[src/sv/gcrd_pkg.sv]
`timescale 1ns / 1ps
// ----------------------------------------------------------------------------
// gcrd_pkg: shared types and constants of the great-circle distance unit
// Field widths, fixed-point constants, the CORDIC arctangent table, the
// sequencer states and the item that travels from front to back.
// ----------------------------------------------------------------------------
package gcrd_pkg;

  // Field widths
  localparam int LAT_W   = 28;
  localparam int LON_W   = 29;
  localparam int DLON_W  = 30;
  localparam int RAD_W   = 30;
  localparam int DIST_W  = 32;
  localparam int TOTAL_W = 48;

  // Datapath widths: multiplier operands, product, CORDIC registers
  localparam int OP_W   = 34;
  localparam int PROD_W = 2 * OP_W;
  localparam int CW     = 36;

  // Configuration port
  localparam int ADDR_W = 3;
  localparam logic REG_RADIUS = 1'b0;
  localparam logic [RAD_W-1:0] RADIUS_RESET = 30'd418014036;

  // Fixed-point constants (Q30 radians, Q36 degree-to-radian factor)
  localparam logic [30:0] DEG2RAD_Q36     = 31'd1199381129;
  localparam logic [30:0] CORDIC_GAIN_Q30 = 31'd652032875;
  localparam logic [30:0] HALF_PI_Q30     = 31'd1686629713;

  // atan(2^-i) in Q30
  localparam logic [30:0] ATAN_Q30 [32] = '{
    31'd843314857, 31'd497837829, 31'd263043837, 31'd133525159, 31'd67021687,
    31'd33543515, 31'd16775851, 31'd8388438, 31'd4194283, 31'd2097149,
    31'd1048576, 31'd524288, 31'd262144, 31'd131072, 31'd65536, 31'd32768,
    31'd16384, 31'd8192, 31'd4096, 31'd2048, 31'd1024, 31'd512, 31'd256,
    31'd128, 31'd64, 31'd32, 31'd16, 31'd8, 31'd4, 31'd2, 31'd1, 31'd0
  };

  // What the front decided about a waypoint
  typedef enum logic [1:0] {
    KIND_FIRST,
    KIND_START,
    KIND_SEG
  } kind_e;

  typedef struct packed {
    kind_e                    kind;
    logic signed [LAT_W-1:0]  lat_prev;
    logic signed [LON_W-1:0]  lon_prev;
    logic signed [LAT_W-1:0]  lat;
    logic signed [LON_W-1:0]  lon;
  } item_t;

  // Back-end sequencer
  typedef enum logic [4:0] {
    S_IDLE,
    S_LOAD,
    S_RED,
    S_FOLD,
    S_D2R,
    S_RINIT,
    S_ROT,
    S_M1,
    S_M2,
    S_M3,
    S_M4,
    S_M5,
    S_M6,
    S_SQ1,
    S_SQ2,
    S_SQRT,
    S_VINIT,
    S_VEC,
    S_DM,
    S_DFIN,
    S_OUT
  } state_e;

endpackage

[src/sv/gcrd_front.sv]
`timescale 1ns / 1ps
// ----------------------------------------------------------------------------
// gcrd_front: waypoint intake and classification
// Accepts waypoints, keeps the previous point, tags each beat as route start,
// first point or segment and queues it (two entries) for the back end.
// ----------------------------------------------------------------------------
module gcrd_front (
  input  logic                              clk_i,
  input  logic                              rst_ni,
  input  logic                              push,
  output logic                              full,
  input  logic signed [gcrd_pkg::LAT_W-1:0] latitude_i,
  input  logic signed [gcrd_pkg::LON_W-1:0] longitude_i,
  input  logic                              route_start_i,
  output logic                              q_valid_o,
  output gcrd_pkg::item_t                   q_item_o,
  input  logic                              q_pop_i
);

  gcrd_pkg::item_t                   mem_q [2];
  logic                              wr_ptr_q, rd_ptr_q;
  logic [1:0]                        count_q;
  logic                              have_prev_q;
  logic signed [gcrd_pkg::LAT_W-1:0] prev_lat_q;
  logic signed [gcrd_pkg::LON_W-1:0] prev_lon_q;
  logic                              do_push, do_pop;
  gcrd_pkg::item_t                   new_item;

  assign full      = (count_q == 2'd2);
  assign q_valid_o = (count_q != 2'd0);
  assign q_item_o  = mem_q[rd_ptr_q];
  assign do_push   = push && !full;
  assign do_pop    = q_pop_i && q_valid_o;

  // Classify the incoming beat
  always_comb begin
    new_item.lat_prev = prev_lat_q;
    new_item.lon_prev = prev_lon_q;
    new_item.lat      = latitude_i;
    new_item.lon      = longitude_i;
    if (route_start_i) begin
      new_item.kind = gcrd_pkg::KIND_START;
    end else if (have_prev_q) begin
      new_item.kind = gcrd_pkg::KIND_SEG;
    end else begin
      new_item.kind = gcrd_pkg::KIND_FIRST;
    end
  end

  // Queue storage
  always_ff @(posedge clk_i) begin
    if (do_push) begin
      mem_q[wr_ptr_q] <= new_item;
    end
  end

  // Pointers, fill count and previous point
  always_ff @(posedge clk_i or negedge rst_ni) begin
    if (!rst_ni) begin
      wr_ptr_q    <= 1'b0;
      rd_ptr_q    <= 1'b0;
      count_q     <= 2'd0;
      have_prev_q <= 1'b0;
      prev_lat_q  <= '0;
      prev_lon_q  <= '0;
    end else begin
      if (do_push) begin
        wr_ptr_q    <= !wr_ptr_q;
        have_prev_q <= 1'b1;
        prev_lat_q  <= latitude_i;
        prev_lon_q  <= longitude_i;
      end
      if (do_pop) begin
        rd_ptr_q <= !rd_ptr_q;
      end
      if (do_push && !do_pop) begin
        count_q <= count_q + 2'd1;
      end else if (!do_push && do_pop) begin
        count_q <= count_q - 2'd1;
      end
    end
  end

endmodule

[config.mk]
export PLATFORM = sky130hd
export DESIGN_NAME = gcrd_front
export DESIGN_NICKNAME = d
export VERILOG_FILES = /design/src/sv/gcrd_pkg.sv /design/src/sv/gcrd_front.sv
export SDC_FILE = /design/constraint.sdc
export NUM_CORES = 1
export LEC_CHECK = 0
export BUFFER_PORTS_ARGS = -buffer_cell sky130_fd_sc_hd__buf_2
export CAP_MARGIN = 20
export CELL_PAD_IN_SITES_DETAIL_PLACEMENT = 0
export CELL_PAD_IN_SITES_GLOBAL_PLACEMENT = 1
export CORE_MARGIN = 5
export CORE_UTILIZATION = 52
export DETAILED_ROUTE_END_ITERATION = 16
export PLACE_DENSITY = 0.88
export SLEW_MARGIN = 20
export SYNTH_ARGS = -nofsm -noshare
export SYNTH_HDL_FRONTEND = slang
export SYNTH_SLANG_ARGS = --single-unit
[constraint.sdc]
create_clock -name clk_i -period 12.8 [get_ports clk_i]
set_input_delay 1.92 -clock clk_i [delete_from_list [all_inputs] [get_ports clk_i]]
set_output_delay 1.92 -clock clk_i [all_outputs]
set_load 0.05 [all_outputs]
==> results of run 1 <==
-- path summary, 6_finish.rpt --
| kind | from | end | depth (start not counted) |
|---|---|---|---|
| worst max-delay path | rd_ptr_q | q_item_o[0] | 3 |
| worst min-delay path | prev_lat_q[0] | mem_q[0][86] | 0 |
| worst max register to register | count_q[0] | mem_q[1][19] | 5 |
| worst min register to register | prev_lat_q[0] | mem_q[0][86] | 0 |
| max in group asynchronous | rst_ni | rd_ptr_q | 2 |
| min in group asynchronous | rst_ni | prev_lat_q[13] | 2 |
-- flip-flops by register name, summed over array words and instances, names as in the netlist --
| signal | cells |
|---|---|
| mem_q | 232 |
| prev_lon_q | 29 |
| prev_lat_q | 28 |
| count_q | 2 |
| have_prev_q | 1 |
| rd_ptr_q | 1 |
| wr_ptr_q | 1 |
-- cell families (layout without fill, tap and decap cells) --
kind of cell  Yosys count  in the layout  share of synthesized area (%)
flops                 294            294                          77.77
simple gates            9              9                         0.5369
buf+inv                22            241                          1.474
mux                   173            173                          19.71
fa+ha+maj               1              1                         0.1142
xor+xnor                5              5                         0.3999
-- synthesized netlist by cell type --
cell	number
sky130_fd_sc_hd__buf_2	9
sky130_fd_sc_hd__buf_4	2
sky130_fd_sc_hd__buf_6	8
sky130_fd_sc_hd__dfrtp_1	62
sky130_fd_sc_hd__edfxtp_1	232
sky130_fd_sc_hd__ha_1	1
sky130_fd_sc_hd__inv_1	3
sky130_fd_sc_hd__mux2_2	117
sky130_fd_sc_hd__mux2_4	56
sky130_fd_sc_hd__nand2_1	1
sky130_fd_sc_hd__nand2_4	1
sky130_fd_sc_hd__nand2b_1	1
sky130_fd_sc_hd__nand2b_4	1
sky130_fd_sc_hd__nor2_1	3
sky130_fd_sc_hd__nor2b_1	1
sky130_fd_sc_hd__or2_2	1
sky130_fd_sc_hd__xnor2_1	3
sky130_fd_sc_hd__xor2_1	2
-- stage by stage --
stage	util (%)	setup slack, ns	std cells	hold WS, ns	instance area (um2)
final	62.31	7.984	998	0.4674	13020
after global routing	62.31	7.842	998	0.4862	13020
after CTS	62.31	7.921	998	0.4712	13020
after detailed placement	57.99	8.341	946	0.4538	12110
after global placement	57.99	8.424	946	0.4430	12110
after floorplan	-	5.221	504	0.4258	10950
-- area by class of cell --
| cell class | count | share of cell area (%) |
|---|---|---|
| Inverter | 3 | 0.08651 |
| Clock buffer | 38 | 5.989 |
| Clock inverter | 14 | 0.9420 |
| Multi-Input combinational cell | 188 | 17.58 |
| Tap cell | 275 | 2.643 |
| Timing Repair Buffer | 186 | 7.286 |
| Sequential cell | 294 | 65.47 |
-- per-layer routing --
metal / GRT usage [%] / part of all wire (%)
met1: 19.95 / 41
met2: 27.94 / 51
met3: 3.950 / 7.0
met4: 3.238 / 1.6
met5: 0 / 0.13
-- worst max-delay path, cell delays in order, from the launching register on --
cell                      delay, ns
sky130_fd_sc_hd__dfrtp_4       0.99
sky130_fd_sc_hd__buf_4         0.72
sky130_fd_sc_hd__mux2_2        0.42
sky130_fd_sc_hd__buf_2         0.22
==> impl_metrics.csv, run 1 <==
group,metric,value,unit
worst_setup_path,worst-r2r-setup-slack,9.86,ns
timing,slew_headroom,38.82,%
routing,drt-vias-per-instance,5.160,
routing,first_iter_violations,193,
yosys,yosys_warnings,0,
timing,tightest_slew,0.9177,ns
cts,cts_buffers,29,
worst_setup_path,arrival_time_of_the_worst_setup_path,2.90,ns
cts,cts_repair_resize_count,0,
layout,insertedDiodeCount,0,
timing,period_minus_slack,4.816,ns
worst_setup_path,crit_type,"flop to output pin",
global_route,grt_pass1_wl,30.45,mm
yosys,sequential_cell_area_fraction_in_the_yosys_report,77.77,%
cts,cts-htree-levels,1,
cts,buffers_inserted_during_post_cts_setup_optimization,0,
timing,timing.fmax,207.6,MHz
yosys,post-synth-top-area-cell,"sky130_fd_sc_hd__edfxtp_1",
yosys,netlist_top_cells_area,"sky130_fd_sc_hd__edfxtp_1 64%, sky130_fd_sc_hd__dfrtp_1 14%, sky130_fd_sc_hd__mux2_2 12%",
routing,drt-total-wl,19.15,mm
run_status,run_status,"finished clean",
layout,layout.cells.most_common_list,"232 x sky130_fd_sc_hd__edfxtp_1, 179 x sky130_fd_sc_hd__buf_2, 117 x sky130_fd_sc_hd__mux2_2",
cts,cts.sink_count,294,
routing,drc,0,
worst_setup_path,cp-start-kind,"flop",
placement,globalplace.congestion,0.7448,
global_route,first_global_vias,5692,
timing,setup-tns-final,0,ns
yosys,count_of_mapped_cells_out_of_synthesis,504,
worst_setup_path,setup.worst_path.end_class,"output pin",
timing,final_min_period_over_clock_period,37.63,%
layout,layout-drive-gt1-share,56.15,%
timing,worst_clock_skew,0.01640,ns
cts,cts.clk_slew.worst_paths,0.06,ns
routing,antenna_left,0,
timing,unrepaired_setup_endpoints_after_global_routing,"no",
die,die_x,155.1,um
routing,via_count,5150,
layout,multi_input_area,2288,um2
layout,design.final.nets,765,
placement,hpwl,11.88,mm
routing,drt_first_pass_iters,4,
die,coreArea,20890,um2
cts,hold_buffer_count_at_cts,0,
cts,clockBufferDepth,3,
global_route,grt_antenna_before_repair,2,
routing,avgRoutedWirePerCell,19.19,um
timing,max_slew_violations,0,
worst_setup_path,worst-path-max-fanout,63,
layout,area_delta_synth_final,18.84,%
global_route,grt.overflow.total,0,
hold_path,timing.hold.worst.class,"flop to flop",
global_route,globalRouteTotalUtil,15.80,%
cts,tritoncts_clock_tree,"yes",
yosys,netlist-cell-type-count,18,
cts,ctsRootBufferMaster,"sky130_fd_sc_hd__clkbuf_16",
yosys,synth_largest_type_area_fraction,63.61,%
timing,final_setup_violations,0,
timing,final_hold_viol_count,0,
yosys,syn-mean-instance-area,21.73,um2
yosys,post_synth_instance_area,10950,um2
layout,sequential_cell_area,8522,um2
worst_setup_path,timing.critical_path.required,10.88,ns
layout,filler_cell_count,1492,
job,drv.max_cap_violation_count,0,
layout,layout_commonest_cell,"sky130_fd_sc_hd__edfxtp_1",
die,design.portCount,180,
die,chipHeight,155.1,um
die,fp-row-count,53,
yosys,syn-num-nets,567,
die,floorplan.initialDensity,52.43,%
global_route,pin_count_of_the_biggest_net_entering_global_routing,67,
placement,placement.io_buffers,179,
cts,clk-insertion-delay-late,0.52,ns
yosys,postSynthRegisterBits,294,
die,fp.dieArea,24070,um2
Power of run 1 is left out: the tool's default activity adds up to more than one toggle a clock period on the data nets, which glitch-free logic cannot reach.
==> inputs of run 2 (changes only) <==
--- a/config.mk
+++ b/config.mk
@@ -10,9 +10,9 @@
 export CELL_PAD_IN_SITES_DETAIL_PLACEMENT = 0
 export CELL_PAD_IN_SITES_GLOBAL_PLACEMENT = 1
 export CORE_MARGIN = 5
-export CORE_UTILIZATION = 52
+export CORE_UTILIZATION = 48
 export DETAILED_ROUTE_END_ITERATION = 16
-export PLACE_DENSITY = 0.88
+export PLACE_DENSITY = 0.83
 export SLEW_MARGIN = 20
 export SYNTH_ARGS = -nofsm -noshare
 export SYNTH_HDL_FRONTEND = slang
==> constraint.sdc (replaced) <==
create_clock -name clk_i -period 4.5 [get_ports clk_i]
set_input_delay 0.675 -clock clk_i [delete_from_list [all_inputs] [get_ports clk_i]]
set_output_delay 0.675 -clock clk_i [all_outputs]
set_load 0.05 [all_outputs]
==> run 2 against run 1 <==
- critical path type unchanged
- worst setup slack got worse by 6.8 ns
- first-iteration DRC count decreased by 0.52%
- clock skew increased by 0.0011 ns
- critical path depth unchanged
- core utilization decreased by 4.1 points
- routed wire length increased by 4.3%
- critical endpoint is now q_item_o[95]
- global-route usage decreased by 0.51 points
- via count increased by 0.43%
==> impl_metrics.csv, run 2 (synthesis gave the netlist of run 1 again) <==
group,metric,value,unit
die,coreArea,22570,um2
worst_setup_path,worst_setup_path_startpoint,"rd_ptr_q",
worst_setup_path,timing.critical_path.required,3.83,ns
placement,placement.io_buffers,179,
layout,layout.cells.most_common_list,"232 x sky130_fd_sc_hd__edfxtp_1, 178 x sky130_fd_sc_hd__buf_2, 117 x sky130_fd_sc_hd__mux2_2",
cts,clk-insertion-delay-late,0.54,ns
routing,drc,0,
layout,layout-drive-gt1-share,57.08,%
global_route,first_global_vias,5665,
timing,final_setup_violations,0,
global_route,grt_util_met3,4.363,%
timing,max_slew_violations,0,
global_route,grt_busiest_layer,"met2",
timing,whs,0.2716,ns
global_route,pin_count_of_the_biggest_net_entering_global_routing,70,
worst_setup_path,setup.worst_path.end_class,"output pin",
timing,final_hold_viol_count,0,
cts,cts_buffers,29,
layout,top_reg_by_flops,"mem_q",
die,design.portCount,180,
worst_setup_path,worst_r2r_startpoint,"count_q[0]",
worst_setup_path,path_cells,"buf_12 > mux2_2 > buf_2",
timing,worst_slack,1.223,ns
cts,hold_buffer_count_at_cts,0,
timing,unrepaired_setup_endpoints_after_global_routing,"no",
timing,timing.fmax,305.1,MHz
cts,clockBufferDepth,3,
cts,cts_repair_resize_count,0,
cts,cts.sink_count,294,
routing,first_iter_violations,192,
worst_setup_path,crit_type,"flop to output pin",
routing,drt-vias-per-instance,5.111,
die,fp.dieArea,25940,um2
placement,globalplace.congestion,0.7449,
cts,buffers_inserted_during_post_cts_setup_optimization,0,
routing,drt-total-wl,19.97,mm
global_route,grt_antenna_before_repair,3,
layout,layout_commonest_cell,"sky130_fd_sc_hd__edfxtp_1",
global_route,grtUsageMet2,25.38,%
cts,tritoncts_clock_tree,"yes",
die,floorplan.initialDensity,48.53,%
timing,worst_clock_skew,0.01750,ns
worst_setup_path,critical_path.max_stage_delay,1.08,ns
layout,area_delta_synth_final,19.93,%
cts,ctsRootBufferMaster,"sky130_fd_sc_hd__clkbuf_16",
die,chipHeight,161.1,um
global_route,grt_pass1_wl,31.68,mm
placement,hpwl,12.31,mm
global_route,gr-usage-met1,20.14,%
die,fp-row-count,55,
routing,drt_first_pass_iters,4,
worst_setup_path,critical-path-slowest-cell,"sky130_fd_sc_hd__dfrtp_4",
layout,reg_top3,"mem_q x232, prev_lon_q x29, prev_lat_q x28",
die,die_x,161.1,um
worst_setup_path,arrival_time_of_the_worst_setup_path,2.60,ns
worst_setup_path,worst-path-max-fanout,69,
cts,cts.clk_slew.worst_paths,0.06,ns
global_route,globalRouteTotalUtil,15.29,%
job,drv.max_cap_violation_count,0,
timing,tightest_slew,0.9976,ns
layout,design.final.nets,767,
timing,slew_headroom,33.49,%
cts,cts-htree-levels,1,
layout,insertedDiodeCount,0,
global_route,grt.overflow.total,0,
timing,period_minus_slack,3.277,ns
routing,via_count,5172,
worst_setup_path,cp-start-kind,"flop",
hold_path,timing.hold.worst.class,"primary input to asynchronous set/reset pin",
timing,setup-tns-final,0,ns
layout,flip_flop_count_of_the_largest_register_after_layout,232,
placement,place_worst_setup_slack,1.733,ns
routing,antenna_left,0,
run_status,run_status,"finished clean",
routing,avgRoutedWirePerCell,19.73,um
timing,final_min_period_over_clock_period,72.83,%
-- run 2: cell count changes in the layout (fill, tap and decap cells not counted), sizes merged --
cell      change
clkbuf        +4
inv           -1
clkinvlp      +4
buf           +2
clkinv        -5
-- run 2: worst paths after layout --
check	to	slack, ns	cells past startpoint
worst max register to register	mem_q[1][38]	2.03	4
max in group asynchronous	rd_ptr_q	3.57	1
worst max-delay path	q_item_o[95]	1.22	3
worst min-delay path	prev_lat_q[17]	0.27	1
min in group clk_i	mem_q[1][35]	0.34	1
worst min register to register	mem_q[0][75]	0.47	0
-- run 2: critical path, delay by kind of cell, from the launching register on --
family / cells / cell delay, ns
buffers and inverters: 2 / 0.58
flip-flops: 1 / 1.08
multiplexers: 1 / 0.39
-- run 2: layout make-up --
type / count / area [um2]
inverter: 3 / 11.26
fill: 1677 / 9435
tap: 285 / 356.6
clock buffer: 42 / 844.6
clock inverter: 12 / 135.1
sequential: 294 / 8522
multi-input combinational: 188 / 2288
timing repair buffer: 188 / 978.4
-- run 2: metal layers --
| layer | wire length (um) | part of all wire, % |
|---|---|---|
| met1 | 8478 | 42 |
| met2 | 9570 | 48 |
| met3 | 1410 | 7.1 |
| met4 | 464 | 2.3 |
| met5 | 47 | 0.24 |
-- run 2: per-stage QoR --
| stage | cell area (um2) | util [%] | instances |
|---|---|---|---|
| floorplan | 10960 | - | 504 |
| global placement | 12160 | 53.86 | 958 |
| detailed placement | 12160 | 53.86 | 958 |
| CTS | 13140 | 58.20 | 1012 |
| global route | 13140 | 58.20 | 1012 |
| finish | 13140 | 58.20 | 1012 |
Power of run 2 is left out for the same reason.
